`src/design/tilt_pkg.sv`:
```
`default_nettype none

package tilt_pkg;

    // sample and coefficient geometry
    localparam int SAMPLE_WIDTH  = 16;
    localparam int COEFF_W       = 16;
    localparam int FRAC_BITS     = 14;
    localparam int ROUND_HALF    = 1 << (FRAC_BITS - 1);
    localparam int NUM_AXES      = 3;
    localparam int AXIS_X        = 0;
    localparam int AXIS_Y        = 1;
    localparam int AXIS_Z        = 2;

    // configuration port
    localparam int REG_W         = 64;
    localparam int CFG_INDEX_W   = 2;
    localparam logic [CFG_INDEX_W-1:0] REG_ROW_X = 2'd0;
    localparam logic [CFG_INDEX_W-1:0] REG_ROW_Y = 2'd1;
    localparam logic [CFG_INDEX_W-1:0] REG_ROW_Z = 2'd2;
    localparam logic [REG_W-1:0] ROW_RESET [NUM_AXES] = '{
        64'h0000_0000_0000_4000,
        64'h0000_0000_4000_0000,
        64'h0000_4000_0000_0000
    };

    // magnitude and square root
    localparam int SQ_W          = 2 * SAMPLE_WIDTH - 1;
    localparam int MAG_W         = 2 * SAMPLE_WIDTH;
    localparam int RAD_SHIFT     = 16;
    localparam int RAD_W         = MAG_W + RAD_SHIFT;
    localparam int ROOT_W        = RAD_W / 2;
    localparam int REM_W         = ROOT_W + 2;

    // angle datapath
    localparam int CORDIC_STAGES = 16;
    localparam int MAX_STAGES    = 24;
    localparam int CORDIC_W      = ROOT_W + 3;
    localparam int ANGLE_W       = 25;
    localparam int ATAN_W        = 23;
    localparam int ANGLE_FRAC    = 16;
    localparam int TILT_FRAC     = 8;
    localparam int Y_SCALE       = TILT_FRAC;
    localparam int TILT_W        = 16;
    localparam int DEG90_Q16     = 90 * (1 << ANGLE_FRAC);
    localparam int TILT_ROUND    = 1 << (ANGLE_FRAC - TILT_FRAC - 1);
    localparam logic [TILT_W-1:0] TILT_MAX = TILT_W'(180 * (1 << TILT_FRAC));
    localparam logic [TILT_W-1:0] TILT_MID = TILT_W'(90 * (1 << TILT_FRAC));

    // atan(2^-i) in degrees, Q16, rounded to nearest
    localparam logic [ATAN_W-1:0] ATAN_DEG_Q16 [MAX_STAGES] = '{
        23'd2949120, 23'd1740967, 23'd919879, 23'd466945,
        23'd234379,  23'd117304,  23'd58666,  23'd29335,
        23'd14668,   23'd7334,    23'd3667,   23'd1833,
        23'd917,     23'd458,     23'd229,    23'd115,
        23'd57,      23'd29,      23'd14,     23'd7,
        23'd4,       23'd2,       23'd1,      23'd0
    };

    typedef struct packed {
        logic signed [SAMPLE_WIDTH-1:0] accel_x;
        logic signed [SAMPLE_WIDTH-1:0] accel_y;
        logic signed [SAMPLE_WIDTH-1:0] accel_z;
    } sample_t;

    typedef struct packed {
        logic signed [SAMPLE_WIDTH-1:0] cal_x;
        logic signed [SAMPLE_WIDTH-1:0] cal_y;
        logic signed [SAMPLE_WIDTH-1:0] cal_z;
        logic        [TILT_W-1:0]       tilt_deg;
    } result_t;

    typedef struct packed {
        logic signed [SAMPLE_WIDTH-1:0] cal_x;
        logic signed [SAMPLE_WIDTH-1:0] cal_y;
        logic signed [SAMPLE_WIDTH-1:0] cal_z;
    } cal_vec_t;

    typedef struct packed {
        logic signed [COEFF_W-1:0] offset;
        logic signed [COEFF_W-1:0] gain_z;
        logic signed [COEFF_W-1:0] gain_y;
        logic signed [COEFF_W-1:0] gain_x;
    } coeff_row_t;

endpackage

`default_nettype wire

```
`src/design/tilt_mag.sv`:
```
`default_nettype none

module tilt_mag (
    input  logic                          clk,
    input  logic                          rst_n,
    input  logic                          adv,
    input  logic                          in_valid,
    input  tilt_pkg::cal_vec_t            in_cal,
    output logic                          out_valid,
    output tilt_pkg::cal_vec_t            out_cal,
    output logic [tilt_pkg::ROOT_W-1:0]   out_root,
    output logic                          out_zero
);

    localparam int SW     = tilt_pkg::SAMPLE_WIDTH;
    localparam int SQ_W   = tilt_pkg::SQ_W;
    localparam int MAG_W  = tilt_pkg::MAG_W;
    localparam int RAD_W  = tilt_pkg::RAD_W;
    localparam int ROOT_W = tilt_pkg::ROOT_W;
    localparam int REM_W  = tilt_pkg::REM_W;
    localparam int ACC_W  = REM_W + 2;

    logic signed [2*SW-1:0] sq_y_full;
    logic signed [2*SW-1:0] sq_z_full;
    logic [SQ_W-1:0]        sq_y_reg;
    logic [SQ_W-1:0]        sq_z_reg;
    tilt_pkg::cal_vec_t     cal_m1_reg;
    logic                   valid_m1_reg;
    logic [MAG_W-1:0]       mag;

    // index 0 is the radicand register, 1..ROOT_W one root bit each
    logic [RAD_W-1:0]       rad_reg   [0:ROOT_W-1];
    logic [REM_W-1:0]       rem_reg   [1:ROOT_W];
    logic [ROOT_W-1:0]      root_reg  [1:ROOT_W];
    tilt_pkg::cal_vec_t     cal_reg   [0:ROOT_W];
    logic                   zero_reg  [0:ROOT_W];
    logic                   valid_reg [0:ROOT_W];

    // squares of y and z
    always_comb
    begin
        sq_y_full = in_cal.cal_y * in_cal.cal_y;
        sq_z_full = in_cal.cal_z * in_cal.cal_z;
    end

    always_ff @(posedge clk)
    begin
        if (adv)
        begin
            sq_y_reg   <= sq_y_full[SQ_W-1:0];
            sq_z_reg   <= sq_z_full[SQ_W-1:0];
            cal_m1_reg <= in_cal;
        end
    end

    // y^2 + z^2; the radicand register below scales it by 2^16
    assign mag = MAG_W'(sq_y_reg) + MAG_W'(sq_z_reg);

    always_ff @(posedge clk)
    begin
        if (adv)
        begin
            rad_reg[0]  <= {mag, {tilt_pkg::RAD_SHIFT{1'b0}}};
            zero_reg[0] <= (mag == '0);
            cal_reg[0]  <= cal_m1_reg;
        end
    end

    always_ff @(posedge clk or negedge rst_n)
    begin
        if (!rst_n)
        begin
            valid_m1_reg <= 1'b0;
            valid_reg[0] <= 1'b0;
        end
        else if (adv)
        begin
            valid_m1_reg <= in_valid;
            valid_reg[0] <= valid_m1_reg;
        end
    end

    // restoring square root, one result bit per stage
    for (genvar k = 1; k <= ROOT_W; k++)
    begin : g_step
        logic [REM_W-1:0]  rem_prev;
        logic [ROOT_W-1:0] root_prev;
        logic [ACC_W-1:0]  acc;
        logic [ACC_W-1:0]  trial;
        logic [REM_W-1:0]  rem_next;
        logic [ROOT_W-1:0] root_next;

        if (k == 1)
        begin : g_first
            assign rem_prev  = '0;
            assign root_prev = '0;
        end
        else
        begin : g_rest
            assign rem_prev  = rem_reg[k-1];
            assign root_prev = root_reg[k-1];
        end

        always_comb
        begin
            acc   = {rem_prev, rad_reg[k-1][RAD_W-1 -: 2]};
            trial = ACC_W'({root_prev, 2'b01});
            if (acc >= trial)
            begin
                rem_next  = REM_W'(acc - trial);
                root_next = {root_prev[ROOT_W-2:0], 1'b1};
            end
            else
            begin
                rem_next  = acc[REM_W-1:0];
                root_next = {root_prev[ROOT_W-2:0], 1'b0};
            end
        end

        always_ff @(posedge clk)
        begin
            if (adv)
            begin
                rem_reg[k]  <= rem_next;
                root_reg[k] <= root_next;
                cal_reg[k]  <= cal_reg[k-1];
                zero_reg[k] <= zero_reg[k-1];
            end
        end

        if (k < ROOT_W)
        begin : g_rad
            always_ff @(posedge clk)
            begin
                if (adv)
                begin
                    rad_reg[k] <= {rad_reg[k-1][RAD_W-3:0], 2'b00};
                end
            end
        end

        always_ff @(posedge clk or negedge rst_n)
        begin
            if (!rst_n)
            begin
                valid_reg[k] <= 1'b0;
            end
            else if (adv)
            begin
                valid_reg[k] <= valid_reg[k-1];
            end
        end
    end

    assign out_valid = valid_reg[ROOT_W];
    assign out_cal   = cal_reg[ROOT_W];
    assign out_root  = root_reg[ROOT_W];
    assign out_zero  = zero_reg[ROOT_W];

    // a nonzero radicand is at least 2^16, so its root is never zero
    a_root_zero: assert property (@(posedge clk) disable iff (!rst_n)
        out_valid |-> ((out_root == '0) == out_zero))
        else $error("root and zero flag disagree");

endmodule

`default_nettype wire

```
`config.mk`:
```
export PLATFORM = sky130hd
export DESIGN_NAME = tilt_mag
export DESIGN_NICKNAME = d
export VERILOG_FILES = /design/src/design/tilt_pkg.sv /design/src/design/tilt_mag.sv
export SDC_FILE = /design/constraint.sdc
export NUM_CORES = 2
export LEC_CHECK = 0
export ABC_AREA = 0
export ABC_CLOCK_PERIOD_IN_PS = 5160
export BUFFER_PORTS_ARGS = -buffer_cell sky130_fd_sc_hd__buf_2
export CAP_MARGIN = 40
export CORE_ASPECT_RATIO = 0.9
export CORE_MARGIN = 2
export CORE_UTILIZATION = 40
export DETAILED_ROUTE_END_ITERATION = 16
export PLACE_DENSITY = 0.65
export RECOVER_POWER = 100
export SYNTH_ARGS = -nofsm -noshare
export SYNTH_HDL_FRONTEND = slang
export SYNTH_SLANG_ARGS = --single-unit
```
`constraint.sdc`:
```
create_clock -name clk -period 5.16 [get_ports clk]
set_input_delay 1.032 -clock clk [delete_from_list [all_inputs] [get_ports clk]]
set_output_delay 1.032 -clock clk [all_outputs]
set_load 0.02 [all_outputs]
```
* After elaboration in Yosys (flattened, before gate mapping) *
Memories as Yosys holds them, arrays and structs flattened.
Index checks and enable logic that the tools add are counted.

storage, ports and cells
  register bits = 136
  memory bits (writable) = 3529
  bits of input ports = 52
  output and inout port bits = 74
  word-level logic and storage cells = 138
  memories kept = 5

memory list
  memory    words  bits a word  read ports  clocked after memory_dff  wr ports  line            source
  cal_reg   25     48           25          0                         25        tilt_mag.sv:35  tilt_pkg::cal_vec_t cal_reg [0:ROOT_W];
  rad_reg   24     46           24          0                         24        tilt_mag.sv:32  logic [RAD_W-1:0] rad_reg [0:ROOT_W-1];
  rem_reg   24     26           23          0                         24        tilt_mag.sv:33  logic [REM_W-1:0] rem_reg [1:ROOT_W];
  root_reg  24     24           24          0                         24        tilt_mag.sv:34  logic [ROOT_W-1:0] root_reg [1:ROOT_W];
  zero_reg  25     1            25          0                         25        tilt_mag.sv:36  logic zero_reg [0:ROOT_W];

operators by class
  $add $sub $neg = 25
  multiply operators = 2
  order comparisons = 24
  multiplexer cells = 50
  reduce and logical (&&, ||, !) cells = 1

operator list
  cell                                                                                  number
  28-bit by 26-bit greater-or-equal comparator with 1-bit output                        23
  26-bit 2-to-1 mux                                                                     24
  26-bit subtractor                                                                     23
  16-bit by 16-bit multiplier with 31-bit output                                        2
  31-bit by 31-bit adder with 32-bit output                                             1
  32-bit logical NOT                                                                    1
  1-bit 2-to-1 mux                                                                      26
  2-bit by 1-bit subtractor with 3-bit output (second input constant)                   1
  2-bit by 1-bit greater-or-equal comparator with 1-bit output (second input constant)  1

* Longest topological paths before layout *
An unclocked memory read counts as a cell.

  depth after elaboration = 3
  mapped depth = 26
  mapped depth without buffers = 25

* Worst setup path after synthesis *
No wires, ideal clock.

  path kind = in2reg
  start = input port in_cal[30] in the netlist's numbering
  end = register sq_y_reg[30], data pin
  setup time = 0.260 ns
  arrival time = 7.249 ns
  data required time = 4.900 ns
  path slack = -2.349 ns
  stages on the path = 24
  path buffers = 2
  cells stage by stage = clkbuf_1 > clkbuf_1 > nand2_1 > inv_1 > fa_1 > fa_1 > inv_1 > fa_1 > inv_1 > fa_1 > fa_1 > inv_1 > fa_1 > inv_1 > ha_1 > and3_1 > a221oi_1 > o21a_1 > nor4b_1 > o31ai_1 > or4_1 > a31o_2 > a21oi_1 > xnor2_1

between the ends
  word-level cells in the longest chain between the ends = 1

RTL lines
  item                                            line            source
  start: declaration                              tilt_mag.sv:8   input tilt_pkg::cal_vec_t in_cal,
  16-bit by 16-bit multiplier with 31-bit output  tilt_mag.sv:42  sq_y_full = in_cal.cal_y * in_cal.cal_y;
  via sq_y_full[30]                               tilt_mag.sv:23  logic signed [2*SW-1:0] sq_y_full;
  end signal: assignment                          tilt_mag.sv:50  sq_y_reg <= sq_y_full[SQ_W-1:0];
  end: declaration                                tilt_mag.sv:25  logic [SQ_W-1:0] sq_y_reg;

The timed path passes the listed nets, and every way through them passes these cells.
A chain may end at the register's enable or synchronous reset.

* Worst setup path after layout *
  start = input port in_cal[31] in the netlist's numbering
  end = register sq_y_reg[30], data pin

Same word-level chain as after synthesis.

==> impl_metrics.env <==
export IMPL_synthAdderAreaFrac_pct=13.7
export IMPL_ys_types=85
export IMPL_ant_nets=0
export IMPL_htreeDepth=5
export IMPL_worst_slack_ps=-1030
export IMPL_synthesis_area_um2=115000
export IMPL_hold_viol_final=0
export IMPL_synth_top_family_by_area="adder cells"
export IMPL_grt_pass1_wl_mm=335
export IMPL_synthCells=8030
export IMPL_synthArstFlopShare_pct=1.05
export IMPL_setup_viol=38
export IMPL_outcome="finished with violations"
export IMPL_yosysWarnings=0
export IMPL_startpoint_type="input port"
export IMPL_num_rows=187
export IMPL_synth_simple_gate_area_share_pct=7.00
export IMPL_worst_pin_slew_ps=3060
export IMPL_viasPerCell=4.87
export IMPL_synthMuxAreaShare_pct=0.969
export IMPL_portBuffers=125
export IMPL_synth_xor_area_share_pct=3.97
export IMPL_syn_nets=9066
export IMPL_hpwlAfterDp_mm=145
export IMPL_routed_via_count=62209
export IMPL_largest_register_ffs=1200
export IMPL_synth_compound_area_share_pct=5.58
export IMPL_grt_usage_pct=14.0
export IMPL_grt_max_degree=168
export IMPL_drv_slew=1121
export IMPL_rsz0062_at_grt="yes"
export IMPL_max_freq_mhz=162
export IMPL_critPathArrivalTime_ps=6790
export IMPL_grt_antenna_before_repair=4
export IMPL_fin_nets=9821
export IMPL_place_ws_ps=-2290
export IMPL_synth_top_cell_area_share_pct=64.0
export IMPL_slew_headroom_pct=-104
export IMPL_clk_latency_ps=870
export IMPL_avgSynthCellArea_um2=14.4
export IMPL_drt_initial_drc_count=4056
export IMPL_gr_total_overflow=0
export IMPL_synth_edf_count=2459
export IMPL_fin_crit_sh_pct=120
export IMPL_clkSlewWorstSetupHoldPaths_ps=60
export IMPL_gp_congestion=0.874
export IMPL_ys_flop_type="edfxtp_1"
export IMPL_powerDensity_nw_per_um2=651
export IMPL_drt_total_wl_mm=205
export IMPL_ys_seq_area_share_pct=64.5
export IMPL_wl_per_cell_um=16.1
export IMPL_violations="capacitance limit, slew limit, setup timing"
export IMPL_tritoncts="built"
export IMPL_drv_cap=13
export IMPL_synth_seq_cells=2485
export IMPL_finalCriticalPeriod_ps=6190
export IMPL_first_global_vias=64526
export IMPL_path_class="in -> reg"
export IMPL_ios=126
export IMPL_yosysTopAreaCell="edfxtp_1"
export IMPL_clockBufferDepth=4
export IMPL_cts_root_buf="clkbuf_16"
export IMPL_vdd_drop_max_mv=2.11
export IMPL_worst_path_max_fanout=5
export IMPL_detailedRoute_firstPassIterationCount=6
export IMPL_core_area_um2=288000
export IMPL_power_w=0.0874
export IMPL_worstPathRequired_ps=5760
export IMPL_drive_above_1_share_pct=15.0
export IMPL_die_y_um=514
export IMPL_hold_class="in -> reg"
export IMPL_clock_skew_final_ps=56.8
export IMPL_drc=0
export IMPL_area_growth_pct=16.3
export IMPL_clkSinkCount=2485
export IMPL_cts_buffers=263
export IMPL_die_area_um2=293000
export IMPL_cp_end_kind="flop"
export IMPL_start_util_pct=40.1
export IMPL_synth_top_cells_by_area="edfxtp_1, fa_1, ha_1, inv_1, xnor2_1"
export IMPL_leakage_nw=52.6
export IMPL_die_width_um=570
layout make-up:
cell class                      instances  area (um^2)
Sequential cell                      2485        74500
Inverter                             1106         4210
Clock buffer                          330         6940
Clock inverter                        140         1380
Tap cell                             3780         4730
Antenna cell                            1         2.50
Fill cell                           24871       154000
Timing Repair Buffer                  646         4990
Multi-Input combinational cell       4283        37500
worst paths after layout:
kind | start | slack (ps) | to | cells after the start
min in group asynchronous | rst_n | 460 | valid_reg[5]$_DFFE_PN0P_ | 1
max in group asynchronous | rst_n | 3900 | valid_reg[10]$_DFFE_PN0P_ | 1
setup / recovery | in_cal[31] | -1030 | sq_y_reg[30]$_DFFE_PP_ | 23
setup reg to reg | rem_reg[0][442]$_SDFFCE_PP0P_ | 410 | rem_reg[0][491]$_DFFE_PP_ | 13
hold / removal | in_cal[46] | 340 | cal_m1_reg[46]$_DFFE_PP_ | 1
hold reg to reg | cal_reg[0][610]$_DFFE_PP_ | 380 | cal_reg[0][658]$_DFFE_PP_ | 0
cells by family after synthesis:
kind of cell | Yosys count
xor+xnor | 523
mux | 100
flops | 2485
compound gates | 1020
fa+ha+maj | 984
other cells | 1
buf+inv | 1262
simple gates | 1655
repair_timing:
item,CTS,global route
setup endpoints to repair,38,38
buffers inserted,62,22
endpoints found under the hold margin,0,0
pin swaps,152,126
gates resized for setup,283,138
gates cloned,1,1
hold buffers,0,0
power by group:
group / internal (W) / switching [W]
logic: 0.0209 / 0.0209
registers: 0.0263 / 0.00118
clock network: 0.0105 / 0.00769
total: 0.0577 / 0.0298
metal layers:
layer / up-vias / share of wire (%) / track usage (%)
met3: 382 / 4.0 / 1.94
met1: 30820 / 44 / 18.5
met2: 1100 / 49 / 23.8
li1: 29905 / - / -
met4: 2 / 3.0 / 4.55
met5: - / 0.0058 / 0
critical path, stage by stage:
cell,delay (ps)
buf_8,110
buf_12,130
and2_4,150
fa_2,580
inv_4,60
fa_1,500
inv_1,50
fa_1,490
fa_1,440
fa_1,510
inv_2,40
fa_1,480
inv_2,50
ha_4,210
a21o_1,200
a221oi_4,300
o21a_1,200
nor4b_4,250
o31ai_2,100
or4_4,500
a31o_2,220
a21oi_2,130
xnor2_1,70
through the flow:
| step | cell area [um^2] | std cells | TNS, ps | hold slack (ps) | utilization [%] |
|---|---|---|---|---|---|
| 2_1_floorplan | 116000 | 8030 | -36470 | 400 | - |
| 3_3_place_gp | 124000 | 12221 | -65340 | 400 | 43.2 |
| 3_5_place_dp | 124000 | 12226 | -68670 | 405 | 43.3 |
| 4_1_cts | 134000 | 12753 | -15760 | 107 | 46.6 |
| 5_1_grt | 134000 | 12771 | -46940 | 287 | 46.7 |
| 6_report | 134000 | 12771 | -21710 | 339 | 46.7 |
synthesized netlist by cell type, drive strengths merged, types with 28 or more instances:
cell    number
a211oi      29
a21o       102
a21oi      290
a31oi       28
and2        86
and3        29
buf         58
clkbuf      98
edfxtp    2459
fa         468
ha         516
inv       1102
mux2        94
nand2      470
nand2b      80
nand3       73
nand4       31
nor2       400
nor2b       56
nor3       159
nor4        66
o21a        84
o21ai      255
o21bai      38
o31ai       39
or2         47
or3         63
or4         35
xnor2      288
xor2       235
placed cells by master (no fill, tap or decap), drive strengths merged, types with 56 or more instances in the layout:
cell type  netlist  layout
edfxtp        2459    2459
inv           1102    1120
ha             516     516
buf             58     507
nand2          470     470
fa             468     468
clkbuf          98     468
nor2           400     400
a21oi          290     290
xnor2          288     288
o21ai          255     255
xor2           235     235
nor3           159     159
a21o           102     102
clkinv           4      99
mux2            94      94
and2            86      86
o21a            84      84
nand2b          80      80
nand3           73      73
nor4            66      66
or3             63      63
nor2b           56      56
Power figures use the tool's default switching activity.
