[config.mk]
export PLATFORM = sky130hd
export DESIGN_NAME = tilt_cordic
export DESIGN_NICKNAME = d
export VERILOG_FILES = /design/src/design/tilt_pkg.sv /design/src/design/tilt_cordic.sv
export SDC_FILE = /design/constraint.sdc
export NUM_CORES = 2
export LEC_CHECK = 0
export BUFFER_PORTS_ARGS = -buffer_cell sky130_fd_sc_hd__buf_2
export CORE_UTILIZATION = 60
export CTS_BUF_LIST = sky130_fd_sc_hd__clkbuf_8
export CTS_CLUSTER_SIZE = 8
export DETAILED_ROUTE_END_ITERATION = 7
export GPL_ROUTABILITY_DRIVEN = 0
export HOLD_SLACK_MARGIN = 0.1
export MAX_ROUTING_LAYER = met4
export PLACE_DENSITY = 0.76
export SLEW_MARGIN = 0
export SYNTH_ARGS = -nofsm -noshare
export SYNTH_HDL_FRONTEND = slang
export SYNTH_SLANG_ARGS = --single-unit
[constraint.sdc]
create_clock -name clk -period 8.4 [get_ports clk]
set_clock_uncertainty 0.05 [all_clocks]
set_input_delay 0 -clock clk [delete_from_list [all_inputs] [get_ports clk]]
set_output_delay 0 -clock clk [all_outputs]
set_load 0.02 [all_outputs]
[src/design/tilt_pkg.sv]
`default_nettype none

package tilt_pkg;

    // sample and coefficient geometry
    localparam int SAMPLE_WIDTH  = 16;
    localparam int COEFF_W       = 16;
    localparam int FRAC_BITS     = 14;
    localparam int ROUND_HALF    = 1 << (FRAC_BITS - 1);
    localparam int NUM_AXES      = 3;
    localparam int AXIS_X        = 0;
    localparam int AXIS_Y        = 1;
    localparam int AXIS_Z        = 2;

    // configuration port
    localparam int REG_W         = 64;
    localparam int CFG_INDEX_W   = 2;
    localparam logic [CFG_INDEX_W-1:0] REG_ROW_X = 2'd0;
    localparam logic [CFG_INDEX_W-1:0] REG_ROW_Y = 2'd1;
    localparam logic [CFG_INDEX_W-1:0] REG_ROW_Z = 2'd2;
    localparam logic [REG_W-1:0] ROW_RESET [NUM_AXES] = '{
        64'h0000_0000_0000_4000,
        64'h0000_0000_4000_0000,
        64'h0000_4000_0000_0000
    };

    // magnitude and square root
    localparam int SQ_W          = 2 * SAMPLE_WIDTH - 1;
    localparam int MAG_W         = 2 * SAMPLE_WIDTH;
    localparam int RAD_SHIFT     = 16;
    localparam int RAD_W         = MAG_W + RAD_SHIFT;
    localparam int ROOT_W        = RAD_W / 2;
    localparam int REM_W         = ROOT_W + 2;

    // angle datapath
    localparam int CORDIC_STAGES = 16;
    localparam int MAX_STAGES    = 24;
    localparam int CORDIC_W      = ROOT_W + 3;
    localparam int ANGLE_W       = 25;
    localparam int ATAN_W        = 23;
    localparam int ANGLE_FRAC    = 16;
    localparam int TILT_FRAC     = 8;
    localparam int Y_SCALE       = TILT_FRAC;
    localparam int TILT_W        = 16;
    localparam int DEG90_Q16     = 90 * (1 << ANGLE_FRAC);
    localparam int TILT_ROUND    = 1 << (ANGLE_FRAC - TILT_FRAC - 1);
    localparam logic [TILT_W-1:0] TILT_MAX = TILT_W'(180 * (1 << TILT_FRAC));
    localparam logic [TILT_W-1:0] TILT_MID = TILT_W'(90 * (1 << TILT_FRAC));

    // atan(2^-i) in degrees, Q16, rounded to nearest
    localparam logic [ATAN_W-1:0] ATAN_DEG_Q16 [MAX_STAGES] = '{
        23'd2949120, 23'd1740967, 23'd919879, 23'd466945,
        23'd234379,  23'd117304,  23'd58666,  23'd29335,
        23'd14668,   23'd7334,    23'd3667,   23'd1833,
        23'd917,     23'd458,     23'd229,    23'd115,
        23'd57,      23'd29,      23'd14,     23'd7,
        23'd4,       23'd2,       23'd1,      23'd0
    };

    typedef struct packed {
        logic signed [SAMPLE_WIDTH-1:0] accel_x;
        logic signed [SAMPLE_WIDTH-1:0] accel_y;
        logic signed [SAMPLE_WIDTH-1:0] accel_z;
    } sample_t;

    typedef struct packed {
        logic signed [SAMPLE_WIDTH-1:0] cal_x;
        logic signed [SAMPLE_WIDTH-1:0] cal_y;
        logic signed [SAMPLE_WIDTH-1:0] cal_z;
        logic        [TILT_W-1:0]       tilt_deg;
    } result_t;

    typedef struct packed {
        logic signed [SAMPLE_WIDTH-1:0] cal_x;
        logic signed [SAMPLE_WIDTH-1:0] cal_y;
        logic signed [SAMPLE_WIDTH-1:0] cal_z;
    } cal_vec_t;

    typedef struct packed {
        logic signed [COEFF_W-1:0] offset;
        logic signed [COEFF_W-1:0] gain_z;
        logic signed [COEFF_W-1:0] gain_y;
        logic signed [COEFF_W-1:0] gain_x;
    } coeff_row_t;

endpackage

`default_nettype wire

[src/design/tilt_cordic.sv]
`default_nettype none

module tilt_cordic #(
    parameter int STAGES = tilt_pkg::CORDIC_STAGES
) (
    input  logic                        clk,
    input  logic                        rst_n,
    input  logic                        adv,
    input  logic                        in_valid,
    input  tilt_pkg::cal_vec_t          in_cal,
    input  logic [tilt_pkg::ROOT_W-1:0] in_root,
    input  logic                        in_zero,
    output logic                        out_valid,
    output tilt_pkg::result_t           out_result
);

    localparam int N       = (STAGES > tilt_pkg::MAX_STAGES) ? tilt_pkg::MAX_STAGES : STAGES;
    localparam int CW      = tilt_pkg::CORDIC_W;
    localparam int AW      = tilt_pkg::ANGLE_W;
    localparam int TSUM_W  = AW + 1;
    localparam int DROP    = tilt_pkg::ANGLE_FRAC - tilt_pkg::TILT_FRAC;
    localparam int SHIFT_W = TSUM_W - DROP;
    localparam logic signed [TSUM_W-1:0] BIAS =
        TSUM_W'(tilt_pkg::DEG90_Q16 + tilt_pkg::TILT_ROUND);

    logic signed [CW-1:0]    x_reg     [0:N-2];
    logic signed [CW-1:0]    y_reg     [0:N-2];
    logic signed [AW-1:0]    z_reg     [0:N-1];
    tilt_pkg::cal_vec_t      cal_reg   [0:N-1];
    logic                    zero_reg  [0:N-1];
    logic                    valid_reg [0:N-1];

    logic signed [TSUM_W-1:0]    t;
    logic [SHIFT_W-1:0]          t_shift;
    logic [tilt_pkg::TILT_W-1:0] tilt_next;
    logic [tilt_pkg::TILT_W-1:0] tilt_reg;
    tilt_pkg::cal_vec_t          cal_out_reg;
    logic                        valid_out_reg;

    // vectoring rotations drive y toward zero, z collects the angle
    for (genvar i = 0; i < N; i++)
    begin : g_stage
        localparam logic signed [AW-1:0] STEP_ANGLE = AW'(tilt_pkg::ATAN_DEG_Q16[i]);

        logic signed [CW-1:0] x_prev;
        logic signed [CW-1:0] y_prev;
        logic signed [AW-1:0] z_prev;
        tilt_pkg::cal_vec_t   cal_prev;
        logic                 zero_prev;
        logic                 valid_prev;
        logic signed [CW-1:0] x_next;
        logic signed [CW-1:0] y_next;
        logic signed [AW-1:0] z_next;

        if (i == 0)
        begin : g_first
            assign x_prev     = CW'(in_root);
            assign y_prev     = CW'(in_cal.cal_x) <<< tilt_pkg::Y_SCALE;
            assign z_prev     = '0;
            assign cal_prev   = in_cal;
            assign zero_prev  = in_zero;
            assign valid_prev = in_valid;
        end
        else
        begin : g_rest
            assign x_prev     = x_reg[i-1];
            assign y_prev     = y_reg[i-1];
            assign z_prev     = z_reg[i-1];
            assign cal_prev   = cal_reg[i-1];
            assign zero_prev  = zero_reg[i-1];
            assign valid_prev = valid_reg[i-1];
        end

        always_comb
        begin
            if (!y_prev[CW-1])
            begin
                x_next = x_prev + (y_prev >>> i);
                y_next = y_prev - (x_prev >>> i);
                z_next = z_prev + STEP_ANGLE;
            end
            else
            begin
                x_next = x_prev - (y_prev >>> i);
                y_next = y_prev + (x_prev >>> i);
                z_next = z_prev - STEP_ANGLE;
            end
        end

        // the last rotation only needs its angle
        if (i < N - 1)
        begin : g_xy
            always_ff @(posedge clk)
            begin
                if (adv)
                begin
                    x_reg[i] <= x_next;
                    y_reg[i] <= y_next;
                end
            end
        end

        always_ff @(posedge clk)
        begin
            if (adv)
            begin
                z_reg[i]    <= z_next;
                cal_reg[i]  <= cal_prev;
                zero_reg[i] <= zero_prev;
            end
        end

        always_ff @(posedge clk or negedge rst_n)
        begin
            if (!rst_n)
            begin
                valid_reg[i] <= 1'b0;
            end
            else if (adv)
            begin
                valid_reg[i] <= valid_prev;
            end
        end
    end

    // shift by 90 degrees, round to q8.8, clamp; vertical vector handled apart
    always_comb
    begin
        t       = TSUM_W'(z_reg[N-1]) + BIAS;
        t_shift = t[TSUM_W-1:DROP];
        if (zero_reg[N-1])
        begin
            if (cal_reg[N-1].cal_x[tilt_pkg::SAMPLE_WIDTH-1])
            begin
                tilt_next = '0;
            end
            else if (cal_reg[N-1].cal_x != '0)
            begin
                tilt_next = tilt_pkg::TILT_MAX;
            end
            else
            begin
                tilt_next = tilt_pkg::TILT_MID;
            end
        end
        else if (t[TSUM_W-1])
        begin
            tilt_next = '0;
        end
        else if (t_shift > SHIFT_W'(tilt_pkg::TILT_MAX))
        begin
            tilt_next = tilt_pkg::TILT_MAX;
        end
        else
        begin
            tilt_next = t_shift[tilt_pkg::TILT_W-1:0];
        end
    end

    always_ff @(posedge clk)
    begin
        if (adv)
        begin
            tilt_reg    <= tilt_next;
            cal_out_reg <= cal_reg[N-1];
        end
    end

    always_ff @(posedge clk or negedge rst_n)
    begin
        if (!rst_n)
        begin
            valid_out_reg <= 1'b0;
        end
        else if (adv)
        begin
            valid_out_reg <= valid_reg[N-1];
        end
    end

    assign out_valid           = valid_out_reg;
    assign out_result.cal_x    = cal_out_reg.cal_x;
    assign out_result.cal_y    = cal_out_reg.cal_y;
    assign out_result.cal_z    = cal_out_reg.cal_z;
    assign out_result.tilt_deg = tilt_reg;

endmodule

`default_nettype wire

Yosys cells after proc, flatten, opt, wreduce, memory -nomap -nowiden
Memories as Yosys holds them, arrays and structs flattened.
Index checks and enable logic that the tools add are counted.
{"block": "classes", "n_addsub": 90, "n_mux": 53, "reduce_logical": 1, "order_cmp": 1}
{"cell": "2-to-1 mux 27 bit", "count": 30}
{"cell": "2-to-1 mux 25 bit", "count": 16}
{"cell": "2-to-1 mux 16 bit", "count": 5}
{"cell": "adder 27 x 13 -> 27 bit", "count": 2}
{"cell": "adder 27 x 14 -> 27 bit", "count": 2}
{"cell": "adder 27 x 15 -> 27 bit", "count": 2}
{"cell": "adder 27 x 16 -> 27 bit", "count": 2}
{"cell": "adder 27 x 17 -> 27 bit", "count": 2}
{"cell": "adder 27 x 18 -> 27 bit", "count": 2}
{"cell": "adder 27 x 19 -> 27 bit", "count": 2}
{"cell": "adder 27 x 20 -> 27 bit", "count": 2}
{"cell": "adder 27 x 21 -> 27 bit", "count": 2}
{"cell": "adder 27 x 22 -> 27 bit", "count": 2}
{"cell": "adder 27 x 23 -> 27 bit", "count": 2}
{"cell": "adder 27 x 24 -> 27 bit", "count": 2}
{"cell": "adder 27 x 25 -> 27 bit", "count": 2}
{"cell": "adder 27 x 26 -> 27 bit", "count": 2}
{"cell": "subtractor 27 x 13 -> 27 bit", "count": 2}
{"cell": "subtractor 27 x 14 -> 27 bit", "count": 2}
{"cell": "subtractor 27 x 15 -> 27 bit", "count": 2}
{"cell": "subtractor 27 x 16 -> 27 bit", "count": 2}
{"cell": "subtractor 27 x 17 -> 27 bit", "count": 2}
{"cell": "subtractor 27 x 18 -> 27 bit", "count": 2}
{"cell": "subtractor 27 x 19 -> 27 bit", "count": 2}
{"cell": "other kinds (44)", "count": 52}
{"block": "totals", "memories": 5, "mem_bits_rw": 1994, "wordCells": 171, "inputBits": 77, "ff_bits": 81}
{"name": "cal_reg", "depth": 16, "width": 48, "read_ports": 16, "rd_clocked_by_memory_dff": 0, "wr": 16, "line_no": "tilt_cordic.sv:29", "text": "tilt_pkg::cal_vec_t cal_reg [0:N-1];"}
{"name": "x_reg", "depth": 15, "width": 27, "read_ports": 14, "rd_clocked_by_memory_dff": 0, "wr": 15, "line_no": "tilt_cordic.sv:26", "text": "logic signed [CW-1:0] x_reg [0:N-2];"}
{"name": "y_reg", "depth": 15, "width": 27, "read_ports": 15, "rd_clocked_by_memory_dff": 0, "wr": 15, "line_no": "tilt_cordic.sv:27", "text": "logic signed [CW-1:0] y_reg [0:N-2];"}
{"name": "z_reg", "depth": 16, "width": 25, "read_ports": 16, "rd_clocked_by_memory_dff": 0, "wr": 16, "line_no": "tilt_cordic.sv:28", "text": "logic signed [AW-1:0] z_reg [0:N-1];"}
{"name": "zero_reg", "depth": 16, "width": 1, "read_ports": 16, "rd_clocked_by_memory_dff": 0, "wr": 16, "line_no": "tilt_cordic.sv:30", "text": "logic zero_reg [0:N-1];"}

Logic depth before layout (Yosys ltp)
An unclocked memory read counts as a cell.
{"block": "logic_depth", "word_depth": 6, "depth_mapped": 20, "mapped_depth_nobuf": 20}

Worst setup path after synthesis
Ideal clock, no wire load.
{"block": "synth_path", "path_type": "flip-flop to flip-flop", "start": "mem y_reg[0][80] (netlist name)", "end": "mem y_reg[0][107] (netlist name) (data pin)", "required_time_ps": 8089, "path_slack_ps": 3982, "arrival_time_ps": 4106, "stages_incl_launch_ff": 16, "n_path_buf": 2, "setup_ps": 261, "cell_sequence": "edfxtp_1 clkbuf_1 buf_1 mux2_2 fa_1 a21oi_1 o21ai_0 o211a_1 a221o_1 o41ai_2 nor3b_1 a21oi_1 a21oi_1 a41oi_1 a31oi_1 xor2_1"}
{"item": "start: declaration", "line_no": "tilt_cordic.sv:27"}

==> flow_summary.yaml <==
outcome:
  status: "completed"
critical_path:
  arrival_ps: 6020
  r2r_slack_ps: 3040
  worstPathRequired_ps: 9060
  criticalPathCategory: "flop to flop"
  startpoint_type: "flop"
  r2r-start: "y_reg[0][200]"
  worstReg2RegEnd: "x_reg[1][26]"
  worstPathMaxFanout: 5
  reg2reg_depth: 17
  end_kind: "flop"
timing:
  setup_viol: 0
  finalCritPeriodShare_pct: 63.9
  finalHoldViolCount: 0
  setup_ws_ps: 3040
  period_needed_ps: 5360
  maxSlewViolCount: 0
  worstMarginPinSlew_ps: 1260
  fin_hold_ws_ps: 166
  rsz0062_at_grt: "false"
  fmax_mhz: 186
  slew_headroom_pct: 14.7
  tns_ps: 0
floorplan:
  rows: 161
  io_pins: 142
  die_width_um: 444
  initial_utilization_pct: 60.7
  coreArea_um2: 193000
  fp.dieH_um: 444
  die-area_um2: 197000
run:
  maxCapViolCount: 0
clock_network:
  post_cts_resized: 0
  clock-sinks: 1946
  clk_pin_slew_ps: 70
  cts_tree: "yes"
  numCtsBuffers: 340
  insertion_delay_ps: 1050
  clockBufferDepth: 4
  ctsRootBufferMaster: "clkbuf_8"
  htree_levels: 5
yosys:
  ys_types: 103
  synth_cells: 10400
  netlist_area_um2: 117000
  synth_top_area_cell: "edfxtp_1"
  yosysWarnings: 0
  avgSynthCellArea_um2: 11.3
  synthArstFlopShare_pct: 0.874
  ys_seq_elements: 1946
  synth_flop_cell: "edfxtp_1"
  ys_top_cells_by_area: "edfxtp_1, ha_1, xnor2_1, a21oi_1, xor2_1"
  synth_top_cell_area_share_pct: 49.4
  synth_edf_count: 1929
  synthesis.nets: 11600
  yosysSeqAreaShare_pct: 49.7
global_routing:
  grt_pass1_vias: 80400
  grt_max_degree: 206
  antenna_found_initial: 5
  grt.total_usage_pct: 25.5
  grt_pass1_wl_um: 401000
  overflow: 0
hold_path:
  holdPathEnd: "cal_reg[0][13]"
  min-delay-start: "in_cal[13]"
  hold_depth: 3
  hold_class: "primary input to flop"
layout:
  nNetsFinal: 12200
  drive_above_1_share_pct: 6.47
  area_delta_synth_final_pct: 9.89
  largest_reg_flops: 768
  fill_cells: 14100
detailed_routing:
  route.detailed.drc: 0
  drtAntennaViolNets: 0
  vias: 81800
  routed_wl_um: 249000
  wl_per_cell_um: 18.2
  viasPerCell: 5.97
  first_iter_violations: 5899
  drt-pass1-iter-count: 6
place:
  placement.io_buffers: 141
  place_ws_ps: 3240
  hpwl_um: 180000
[final cells by class]
| class | instances | area [um2] | area share (%) |
|---|---|---|---|
| Antenna cell | 9 | 22.5 | 0.0175 |
| Sequential cell | 1946 | 58400 | 45.2 |
| Tap cell | 2526 | 3160 | 2.45 |
| Multi-Input combinational cell | 7846 | 56900 | 44.1 |
| Timing Repair Buffer | 370 | 3040 | 2.36 |
| Clock inverter | 204 | 1090 | 0.844 |
| Inverter | 459 | 1720 | 1.34 |
| Clock buffer | 343 | 4720 | 3.66 |
[per-layer routing]
layer	GRT usage (%)	vias up	share of wire, %
li1	-	39600	-
met1	30.8	39000	41
met2	43.1	2519	49
met3	3.54	645	5.5
met4	10.3	0	3.8
met5	-	-	0
[worst max-delay path: stages, from the launching register on]
cell       delay (ps)
edfxtp_1          500
nor3_1            300
nand2b_1          140
nor4_1            550
nand2_1           170
o41ai_1           440
xor2_1            170
ha_1              410
nand2_1           100
nor3_1            300
nand2_1           120
o31ai_1           440
a2111oi_2         150
nor3_2            340
a311oi_1          180
o41ai_1           400
a21oi_1           160
xnor2_1           160
[how the worst max path moves through the flow]
| stage | slack (ps) | to | from | cells after the start |
|---|---|---|---|---|
| 2_1_floorplan | 3980 | y_reg[0][107] | y_reg[0][80] | 15 |
| 3_3_place_gp | 3500 | y_reg[0][51] | y_reg[0][26] | 14 |
| 3_5_place_dp | 3240 | y_reg[1][105] | y_reg[1][80] | 13 |
| 4_1_cts | 3220 | x_reg[1][26] | y_reg[0][200] | 17 |
| 5_1_grt | 2740 | x_reg[1][26] | y_reg[0][200] | 17 |
| 6_report | 3040 | x_reg[1][26] | y_reg[0][200] | 17 |
[what timing repair did]
action                                  CTS  global route
hold buffers                            187             0
endpoints found under the hold margin  1026             0
setup buffers                             0             0
[layout by cell type (no fill, tap or decap), drive strengths merged, types with 100 or more instances in the layout]
master,netlist,final
clkbuf,88,343
nor2,1003,1003
o21ai,423,423
a21o,381,381
ha,1142,1142
xor2,469,469
inv,458,546
and3,107,107
o21bai,118,118
nor3,291,291
a21oi,916,916
buf,26,184
nand2b,139,139
nand3,168,168
o21a,135,135
xnor2,896,896
a31oi,100,100
dlygate4sd3,0,186
clkinv,1,102
nor2b,151,151
edfxtp,1929,1929
nand2,444,444
[cell families after synthesis]
group,count (synthesis),share of synthesized area [%]
adder cells (fa/ha/maj),1181,12.8
AO/OA/AOI/OAI,2547,13.9
multiplexers,64,0.590
AND/OR/NAND/NOR,2689,11.0
buffers and inverters,573,1.84
XOR/XNOR,1365,10.2
flip-flops,1946,49.7
[per-stage QoR]
step	std cells	instance area [um2]	util, %
3_5_place_dp	13000	121000	62.7
5_1_grt	13700	129000	66.7
4_1_cts	13700	129000	66.7
3_3_place_gp	13000	121000	62.7
2_1_floorplan	10400	117000	-
6_report	13700	129000	66.7
[synthesized netlist by cell type, drive strengths merged, types with 41 or more instances]
cell,instances
a211oi,59
a21boi,51
a21o,381
a21oi,916
a31oi,100
and2,66
and3,107
clkbuf,88
edfxtp,1929
ha,1142
inv,458
mux2,41
nand2,444
nand2b,139
nand3,168
nor2,1003
nor2b,151
nor3,291
nor4,87
o21a,135
o21ai,423
o21bai,118
o31ai,41
o41ai,43
or3,62
xnor2,896
xor2,469
Power is left out: the tool's default activity adds up to more than one toggle a clock period on the data nets, which glitch-free logic cannot reach.
