## config.mk

```make
export PLATFORM = sky130hd
export DESIGN_NAME = tilt_obuf
export DESIGN_NICKNAME = d
export VERILOG_FILES = /design/src/design/tilt_pkg.sv /design/src/design/tilt_obuf.sv
export SDC_FILE = /design/constraint.sdc
export NUM_CORES = 1
export LEC_CHECK = 0
export ABC_CLOCK_PERIOD_IN_PS = 2750
export BUFFER_PORTS_ARGS = -buffer_cell sky130_fd_sc_hd__buf_2
export CORE_ASPECT_RATIO = 0.5
export CORE_MARGIN = 2
export CORE_UTILIZATION = 25
export CTS_CLUSTER_DIAMETER = 30
export DETAILED_ROUTE_END_ITERATION = 8
export GPL_TIMING_DRIVEN = 1
export HOLD_SLACK_MARGIN = 0.03
export PLACE_DENSITY = 0.48
export SETUP_SLACK_MARGIN = 0.05
export SKIP_CTS_REPAIR_TIMING = 1
export SYNTH_ARGS = -nofsm -noshare
export SYNTH_HDL_FRONTEND = slang
export SYNTH_SLANG_ARGS = --single-unit
export TNS_END_PERCENT = 50
```

## constraint.sdc

```tcl
create_clock -name clk -period 2.75 [get_ports clk]
set_input_delay 0 -clock clk [delete_from_list [all_inputs] [get_ports clk]]
set_output_delay 0 -clock clk [all_outputs]
set_load 0.005 [all_outputs]
```

## src/design/tilt_pkg.sv

```systemverilog
`default_nettype none

package tilt_pkg;

    // sample and coefficient geometry
    localparam int SAMPLE_WIDTH  = 16;
    localparam int COEFF_W       = 16;
    localparam int FRAC_BITS     = 14;
    localparam int ROUND_HALF    = 1 << (FRAC_BITS - 1);
    localparam int NUM_AXES      = 3;
    localparam int AXIS_X        = 0;
    localparam int AXIS_Y        = 1;
    localparam int AXIS_Z        = 2;

    // configuration port
    localparam int REG_W         = 64;
    localparam int CFG_INDEX_W   = 2;
    localparam logic [CFG_INDEX_W-1:0] REG_ROW_X = 2'd0;
    localparam logic [CFG_INDEX_W-1:0] REG_ROW_Y = 2'd1;
    localparam logic [CFG_INDEX_W-1:0] REG_ROW_Z = 2'd2;
    localparam logic [REG_W-1:0] ROW_RESET [NUM_AXES] = '{
        64'h0000_0000_0000_4000,
        64'h0000_0000_4000_0000,
        64'h0000_4000_0000_0000
    };

    // magnitude and square root
    localparam int SQ_W          = 2 * SAMPLE_WIDTH - 1;
    localparam int MAG_W         = 2 * SAMPLE_WIDTH;
    localparam int RAD_SHIFT     = 16;
    localparam int RAD_W         = MAG_W + RAD_SHIFT;
    localparam int ROOT_W        = RAD_W / 2;
    localparam int REM_W         = ROOT_W + 2;

    // angle datapath
    localparam int CORDIC_STAGES = 16;
    localparam int MAX_STAGES    = 24;
    localparam int CORDIC_W      = ROOT_W + 3;
    localparam int ANGLE_W       = 25;
    localparam int ATAN_W        = 23;
    localparam int ANGLE_FRAC    = 16;
    localparam int TILT_FRAC     = 8;
    localparam int Y_SCALE       = TILT_FRAC;
    localparam int TILT_W        = 16;
    localparam int DEG90_Q16     = 90 * (1 << ANGLE_FRAC);
    localparam int TILT_ROUND    = 1 << (ANGLE_FRAC - TILT_FRAC - 1);
    localparam logic [TILT_W-1:0] TILT_MAX = TILT_W'(180 * (1 << TILT_FRAC));
    localparam logic [TILT_W-1:0] TILT_MID = TILT_W'(90 * (1 << TILT_FRAC));

    // atan(2^-i) in degrees, Q16, rounded to nearest
    localparam logic [ATAN_W-1:0] ATAN_DEG_Q16 [MAX_STAGES] = '{
        23'd2949120, 23'd1740967, 23'd919879, 23'd466945,
        23'd234379,  23'd117304,  23'd58666,  23'd29335,
        23'd14668,   23'd7334,    23'd3667,   23'd1833,
        23'd917,     23'd458,     23'd229,    23'd115,
        23'd57,      23'd29,      23'd14,     23'd7,
        23'd4,       23'd2,       23'd1,      23'd0
    };

    typedef struct packed {
        logic signed [SAMPLE_WIDTH-1:0] accel_x;
        logic signed [SAMPLE_WIDTH-1:0] accel_y;
        logic signed [SAMPLE_WIDTH-1:0] accel_z;
    } sample_t;

    typedef struct packed {
        logic signed [SAMPLE_WIDTH-1:0] cal_x;
        logic signed [SAMPLE_WIDTH-1:0] cal_y;
        logic signed [SAMPLE_WIDTH-1:0] cal_z;
        logic        [TILT_W-1:0]       tilt_deg;
    } result_t;

    typedef struct packed {
        logic signed [SAMPLE_WIDTH-1:0] cal_x;
        logic signed [SAMPLE_WIDTH-1:0] cal_y;
        logic signed [SAMPLE_WIDTH-1:0] cal_z;
    } cal_vec_t;

    typedef struct packed {
        logic signed [COEFF_W-1:0] offset;
        logic signed [COEFF_W-1:0] gain_z;
        logic signed [COEFF_W-1:0] gain_y;
        logic signed [COEFF_W-1:0] gain_x;
    } coeff_row_t;

endpackage

`default_nettype wire

```

## src/design/tilt_obuf.sv

```systemverilog
`default_nettype none

module tilt_obuf (
    input  logic              clk,
    input  logic              rst_n,
    input  logic              in_valid,
    input  tilt_pkg::result_t in_data,
    output logic              adv,
    output logic              result_valid,
    input  logic              result_stall,
    output tilt_pkg::result_t result
);

    localparam logic [1:0] BUF_DEPTH = 2'd2;

    logic [1:0]        count_reg;
    logic [1:0]        count_next;
    tilt_pkg::result_t head_reg;
    tilt_pkg::result_t head_next;
    tilt_pkg::result_t tail_reg;
    tilt_pkg::result_t tail_next;
    logic              push;
    logic              pop;

    // pipeline moves whenever a slot is free; taken from registered state only
    assign adv          = (count_reg != BUF_DEPTH);
    assign push         = adv && in_valid;
    assign result_valid = (count_reg != 2'd0);
    assign pop          = result_valid && !result_stall;

    always_comb
    begin
        head_next  = head_reg;
        tail_next  = tail_reg;
        count_next = count_reg + 2'(push) - 2'(pop);
        if (pop)
        begin
            head_next = tail_reg;
        end
        if (push)
        begin
            if (count_reg == 2'd0 || (count_reg == 2'd1 && pop))
            begin
                head_next = in_data;
            end
            else
            begin
                tail_next = in_data;
            end
        end
    end

    always_ff @(posedge clk)
    begin
        head_reg <= head_next;
        tail_reg <= tail_next;
    end

    always_ff @(posedge clk or negedge rst_n)
    begin
        if (!rst_n)
        begin
            count_reg <= 2'd0;
        end
        else
        begin
            count_reg <= count_next;
        end
    end

    assign result = head_reg;

    a_count_range: assert property (@(posedge clk) disable iff (!rst_n)
        count_reg <= BUF_DEPTH)
        else $error("output buffer overfilled");

    a_drain: assert property (@(posedge clk) disable iff (!rst_n)
        (pop && !push && count_reg == 2'd1) |=> !result_valid)
        else $error("word repeated after last pop");

endmodule

`default_nettype wire

```

=== Yosys cells after proc, flatten, opt, wreduce, memory -nomap -nowiden ===
Cells that the tools add are included.

* Bits in registers: 130
* Input port bits: 68
* Output and inout port bits: 66
* Word-level logic and storage cells: 25

* Add/sub/neg operators: 2
* Eq/ne operators: 2
* Multiplexer cells: 3
* Bitwise operators: 1
* Reduce and logical (&&, ||, !) cells: 8

{| class="wikitable"
|+ Operator list
! operator !! number
|-
| 64-bit 2-to-1 mux || 3
|-
| 1-bit logical AND || 3
|-
| 2-bit by 1-bit adder with 2-bit output || 1
|-
| 2-bit by 1-bit == test with 1-bit output (second input constant) || 1
|-
| 2-bit zero test || 1
|-
| 2-bit != test (second input constant) || 1
|-
| 2-bit AND reduction || 1
|-
| 2-bit nonzero test || 1
|-
| 2-bit by 1-bit subtractor with 2-bit output || 1
|-
| 1-bit zero test || 1
|-
| 1-bit logical OR || 1
|-
| 1-bit inverter || 1
|}

=== Depth between registers and ports, before layout ===
Gate-level depths: netlist of the first run.

* Word-level depth: 6
* Gate-level depth with buffers: 5
* Mapped depth without buffers: 5

=== Worst setup path after synthesis of the first run ===
Ideal clock, no wire load.

* Path kind: register -> register
* Start point: register count_reg[0]
* End point: register tail_reg[0] (netlist name) (enable)
* Library setup time: 0.418 ns
* Arrival: 1.779 ns
* Data required time: 2.332 ns
* Path slack: 0.553 ns
* Stages on the path, launching flop included: 2
* Buffers on the path: 0
* Period minus slack after synthesis: 2.197 ns
* Path through: dfrtp_1 -> o211a_1

* Cells in the longest elaborated chain, start to end: 6
* Elaborated cells on any way between the ends: 10
* Classes of those cells: eq/ne: 2; bitwise: 1; reduce/logical: 7

{| class="wikitable"
|+ Ends and longest elaborated chain
! what !! line !! source
|-
| start: declaration || tilt_obuf.sv:16 || <nowiki>logic [1:0] count_reg;</nowiki>
|-
| start signal: assignment || tilt_obuf.sv:67 || <nowiki>count_reg <= count_next;</nowiki>
|-
| 2-bit nonzero test || tilt_obuf.sv:28 || <nowiki>assign result_valid = (count_reg != 2'd0);</nowiki>
|-
| 1-bit logical AND || tilt_obuf.sv:29 || <nowiki>assign pop = result_valid && !result_stall;</nowiki>
|-
| 1-bit logical AND || tilt_obuf.sv:42 || <nowiki>if (count_reg == 2'd0 || (count_reg == 2'd1 && pop))</nowiki>
|-
| 1-bit logical OR || tilt_obuf.sv:42 ||
|-
| 1-bit inverter (no line) || -- ||
|-
| 2-bit AND reduction (no line) * || -- ||
|-
| end signal: assignment || tilt_obuf.sv:56 || <nowiki>tail_reg <= tail_next;</nowiki>
|-
| end: declaration || tilt_obuf.sv:20 || <nowiki>tilt_pkg::result_t tail_reg;</nowiki>
|}

Mark *: on every way between the ends. The rest lies on a longest branch, timed or not.
A chain may end at the register's enable or synchronous reset.

==> flow_metrics.env, run 1 <==
export IMPL_crit_path_max_fanout=31
export IMPL_die_area_mm2=0.0224
export IMPL_clock_latency_ps=420
export IMPL_dp_hpwl_mm=7.24
export IMPL_wl_per_cell_um=14.6
export IMPL_syn_instance_count=285
export IMPL_maxCapViolCount=0
export IMPL_ys_seq_area_share_pct=61.7
export IMPL_fmax_ghz=0.506
export IMPL_io_pins=134
export IMPL_grtUsageMet1_pct=12.3
export IMPL_synth_seq_cells=130
export IMPL_first_iter_violations=111
export IMPL_layout_cells_most_common="buf_2"
export IMPL_cts_root_buf="clkbuf_16"
export IMPL_path_cells="o21bai_4 > buf_4 > mux2_2 > mux2_2"
export IMPL_synth_warnings=0
export IMPL_routed_via_density=3.89
export IMPL_final_cell_mix="buf_2, mux2_4, dlygate4sd3_1, dfxtp_1, edfxtp_1"
export IMPL_tritoncts="done"
export IMPL_path_class="flop to flop"
export IMPL_grt_util_met2_pct=17.1
export IMPL_place_area_mm2=0.00626
export IMPL_grt_pass1_vias=3049
export IMPL_clk_path_buf_depth=2
export IMPL_tightestPinTransition_ps=610
export IMPL_relSlewSlack_pct=59.3
export IMPL_grt_pass1_wl_mm=17.2
export IMPL_crit_path_start_kind="flop"
export IMPL_ir_drop_mv=0.478
export IMPL_cts_sink_count=130
export IMPL_arrival_ps=2280
export IMPL_synthesis_nets=354
export IMPL_rsz0062_at_grt="false"
export IMPL_hp_class="primary input to flop"
export IMPL_synth_top_family_by_area="multiplexers"
export IMPL_synth_distinct_cells=20
export IMPL_rows=37
export IMPL_cts_made_buffers=17
export IMPL_required_ps=3050
export IMPL_core_area_mm2=0.0206
export IMPL_max_stage_delay_ps=530
export IMPL_hold_viol=0
export IMPL_gr_usage_all_layers_pct=10.4
export IMPL_avgSynthCellArea_um2=18.5
export IMPL_die_y_um=107
export IMPL_die_w_um=209
export IMPL_fin_crit_sh_pct=71.9
export IMPL_final_antenna_net_count=0
export IMPL_layout_min_cycle_time_ps=1980
export IMPL_setup_viol=0
export IMPL_syn_area_mm2=0.00528
export IMPL_vias=3040
export IMPL_muxShareOfSynthArea_pct=34.4
export IMPL_h_tree_depth=4
export IMPL_synth_compound_area_share_pct=0.569
export IMPL_powerDensity_mw_per_mm2=1110
export IMPL_fin_skew_ps=8.25
export IMPL_crit_top_cell="mux2_2"
export IMPL_fin_nets=564
export IMPL_synth_xor_area_share_pct=0.332
export IMPL_grt_busiest_layer="met2"
export IMPL_drt_pass1_iter_count=3
export IMPL_start_util_pct=25.6
export IMPL_fin_setup_tns_ps=0
export IMPL_antenna_found_initial=0
export IMPL_clkTransAtPathRegs_ps=60
export IMPL_status="completed"
export IMPL_grt_max_degree=45
export IMPL_fin_area_mm2=0.00755
export IMPL_slowest_stage="buf_4"
export IMPL_yosys_area_share_adder_pct=0.237
export IMPL_gp_congestion=0.692
export IMPL_final_core_util_pct=36.6
export IMPL_power_leakage_uw=0.00333
export IMPL_post_route_worst_setup_slack_ps=772
export IMPL_portBuffers=133
export IMPL_routed_wl_mm=11.4
export IMPL_drc=0
export IMPL_antenna_cells=0
export IMPL_syn_to_final_growth_pct=43.0
export IMPL_place_ws_ps=779
export IMPL_cp_end_kind="flop"
export IMPL_final_layout_size_suffix_gt1_share_pct=59.3
export IMPL_drv_slew=0
export IMPL_synth_simple_area_share_pct=0.688
export IMPL_grt_use_met3_pct=4.01
export IMPL_overflow=0
[worst max-delay path: cells and delay by family (launching register included)]
kind | cells | cell delay (ps)
mux | 2 | 660
buf+inv | 1 | 530
flops | 1 | 470
compound gates | 1 | 200
[layout make-up]
| type | count | area, um^2 |
|---|---|---|
| fillers | 1979 | 13100 |
| flip-flops and latches | 130 | 3250 |
| multi-input cells | 141 | 1930 |
| repair buffers | 205 | 1400 |
| clock buffers | 21 | 470 |
| well taps | 273 | 342 |
| clock inverters | 11 | 153 |
[path summary, 6_finish.rpt]
| path | end | from | depth (start not counted) | slack, ps |
|---|---|---|---|---|
| min in group asynchronous | count_reg[0]$_DFF_PN0_ | rst_n | 3 | 430 |
| max reg2reg | result[3]$_DFF_P_ | count_reg[1]$_DFF_PN0_ | 4 | 770 |
| min | count_reg[1]$_DFF_PN0_ | result_stall | 4 | 40 |
| max in group asynchronous | count_reg[1]$_DFF_PN0_ | rst_n | 3 | 2200 |
| max | result[3]$_DFF_P_ | count_reg[1]$_DFF_PN0_ | 4 | 770 |
| min reg2reg | result[47]$_DFF_P_ | tail_reg[47]$_DFFE_PP_ | 2 | 600 |
[kinds of logic after synthesis]
group / after synthesis
adders and majority gates: 1
xor gates and xnor gates: 2
buffers and inverters: 14
AOI/OAI and AO/OA: 4
DFF: 130
and+or+nand+nor: 6
muxes: 128
[metrics by stage]
stage               power [uW]  instances  hold slack (ps)
floorplan                 5130        285             -296
global placement          6010        683             -210
detailed placement        6050        683             -210
CTS                       8490        715             -671
global route              8930        781             65.0
finish                    8410        781             42.3
[synth_stat cells]
master / count / area [um^2]
a21oi_1: 1 / 5.00
or2_2: 1 / 6.26
buf_6: 6 / 67.6
xnor2_1: 1 / 8.76
nand2b_1: 1 / 6.26
nand2_1: 2 / 7.51
buf_4: 1 / 7.51
edfxtp_1: 64 / 1920
dfxtp_1: 64 / 1280
nor4b_1: 1 / 8.76
xor2_1: 1 / 8.76
nand3b_1: 1 / 7.51
buf_2: 7 / 35.0
dfrtp_1: 2 / 50.1
o211a_1: 1 / 10.0
ha_1: 1 / 12.5
a21o_1: 1 / 7.51
mux2_2: 28 / 315
o21bai_1: 1 / 7.51
mux2_4: 100 / 1500
[metal layers]
metal | vias up | share of wire [%]
met5 | - | 0
met4 | 0 | 1.3
met3 | 10 | 3.3
li1 | 1488 | -
met2 | 47 | 49
met1 | 1495 | 47
[report_power, final]
part	total (uW)	internal (uW)	switching, uW
combinational	2960	1910	1050
clock	2370	1500	862
sequential	3080	2770	315
total	8410	6180	2230
Note: power is estimated with default switching activity, not from simulation.
==> run 2, diff against run 1 <==
ABC_CLOCK_PERIOD_IN_PS = 1600   (was 2750)
PLACE_DENSITY = 0.49   (was 0.48)
clock period = 1.6 ns   (was 2.75 ns; I/O delays follow)
==> run 2 against run 1 <==
The flow now finishes with violations (negative setup slack). Cell area increased by 3.3%. Setup slack worse by 800 ps. Wire length is 0.11% higher. Combinational power increased by 87%. Flip-flop and latch count unchanged. Largest power group is now combinational logic. Sequential power rose by 71%. Total power increased by 79%. Via count rose by 1.3%. Global-route usage shrank 0.058 points.
==> flow_metrics.env, run 2 (synthesis gave the netlist of run 1 again) <==
export IMPL_layout_min_cycle_time_ps=1630
export IMPL_final_layout_size_suffix_gt1_share_pct=60.3
export IMPL_cts_root_buf="clkbuf_16"
export IMPL_min_from="result_stall"
export IMPL_maxCapViolCount=0
export IMPL_gp_congestion=0.695
export IMPL_routed_wl_mm=11.4
export IMPL_multi_input_area_mm2=0.00195
export IMPL_fillers=1962
export IMPL_gr_usage_all_layers_pct=10.4
export IMPL_hold_viol=0
export IMPL_final_antenna_net_count=0
export IMPL_grt_max_degree=43
export IMPL_dpl_cell_count=696
export IMPL_seq_area_mm2=0.00325
export IMPL_arrival_ps=1940
export IMPL_die_area_mm2=0.0224
export IMPL_antenna_found_initial=0
export IMPL_hp_class="primary input to flop"
export IMPL_violations="negative setup slack"
export IMPL_relSlewSlack_pct=80.0
export IMPL_vias=3080
export IMPL_critPathLaunch="count_reg[1]$_DFF_PN0_"
export IMPL_powerDensity_mw_per_mm2=1930
export IMPL_rsz0062_at_grt="true"
export IMPL_layout_cells_most_common="buf_2"
export IMPL_portBuffers=133
export IMPL_syn_to_final_growth_pct=47.8
export IMPL_clk_path_buf_depth=2
export IMPL_tightestPinTransition_ps=300
export IMPL_core_area_mm2=0.0206
export IMPL_first_iter_violations=128
export IMPL_drt_pass1_iter_count=4
export IMPL_tritoncts="done"
export IMPL_die_w_um=209
export IMPL_fin_crit_sh_pct=102
export IMPL_dp_hpwl_mm=7.44
export IMPL_cp_end_kind="flop"
export IMPL_grt_pass1_wl_mm=16.9
export IMPL_grt_pass1_vias=3004
export IMPL_cts_sink_count=130
export IMPL_ir_drop_mv=0.673
export IMPL_clkTransAtPathRegs_ps=60
export IMPL_fin_cells=794
export IMPL_overflow=0
export IMPL_rows=37
export IMPL_power_leakage_uw=0.00347
export IMPL_crit_path_max_fanout=10
export IMPL_h_tree_depth=4
export IMPL_drv_slew=0
export IMPL_status="finished, violations left"
export IMPL_crit_path_start_kind="flop"
export IMPL_wl_per_cell_um=14.3
export IMPL_fin_nets=577
export IMPL_required_ps=1910
export IMPL_fmax_ghz=0.613
export IMPL_clock_latency_ps=420
export IMPL_start_util_pct=25.6
export IMPL_p_total_uw=15000
export IMPL_r2r_start="count_reg[1]$_DFF_PN0_"
export IMPL_antenna_cells=0
export IMPL_die_y_um=107
export IMPL_routed_via_density=3.88
export IMPL_final_cell_mix="buf_2, mux2_4, dlygate4sd3_1, dfxtp_1, edfxtp_1"
export IMPL_cts_made_buffers=17
export IMPL_io_pins=134
export IMPL_setup_viol=35
export IMPL_post_route_worst_setup_slack_ps=-31.4
export IMPL_path_class="flop to flop"
export IMPL_drc=0
export IMPL_fin_skew_ps=5.37
[run 2: cell count changes in the layout (fill, tap and decap cells not counted), moves of 2 or more]
| cell | before | now |
|---|---|---|
| buf_4 | 4 | 6 |
| clkinv_2 | 1 | 4 |
| mux2_2 | 28 | 23 |
| buf_12 | 2 | 11 |
| clkinv_4 | 3 | 1 |
| bufinv_16 | 3 | 5 |
| mux2_4 | 100 | 105 |
| buf_6 | 0 | 2 |
| clkbuf_8 | 3 | 0 |
[run 2: final cells by class]
cell class	instances	area share [%]
sequential	130	41.7
multi-input combinational	141	25.0
timing repair buffer	218	20.7
clock buffer	17	5.45
tap	273	4.38
clock inverter	15	2.74
[run 2: per-layer routing]
metal / wire [um] / global-route usage (%) / vias to the layer above
li1: - / - / 1520
met1: 5390 / 11.9 / 1503
met2: 5450 / 16.9 / 47
met3: 407 / 4.66 / 10
met4: 131 / 4.41 / 0
met5: 0 / 0 / -
[run 2: through the flow]
step / hold WS (ps) / worst slack [ps] / util, % / instance area [um^2] / TNS [ps]
finish: 48.4 / -31.4 / 37.9 / 7800 / -644
global route: 56.3 / -90.7 / 37.9 / 7800 / -3470
CTS: -678 / -37.8 / 34.5 / 7110 / -1110
detailed placement: -205 / -27.9 / 31.4 / 6470 / -642
global placement: -209 / -10.1 / 31.4 / 6470 / -24.1
floorplan: -296 / -15.8 / - / 5280 / -786
[run 2: worst paths after layout]
| path | endpoint | slack [ps] | cells after the start |
|---|---|---|---|
| min in group asynchronous | count_reg[1]$_DFF_PN0_ | 440 | 3 |
| max in group asynchronous | count_reg[0]$_DFF_PN0_ | 1030 | 3 |
| setup reg to reg | result[15]$_DFF_P_ | -30 | 5 |
| hold reg to reg | result[55]$_DFF_P_ | 590 | 2 |
| hold / removal | count_reg[1]$_DFF_PN0_ | 50 | 4 |
| setup / recovery | result[15]$_DFF_P_ | -30 | 5 |
[run 2: worst max-delay path, cell delays in order (launching register included)]
cell and delay (ps):
dfrtp_1 410, o21bai_4 210, buf_12 180, buf_4 150, mux2_4 290, mux2_4 260
[run 2: power by group]
group	leakage, uW	switching (uW)	internal [uW]
Sequential	0.00116	529	4750
Clock	0.000306	1470	2750
Combinational	0.00201	1900	3640
Total	0.00347	3900	11100
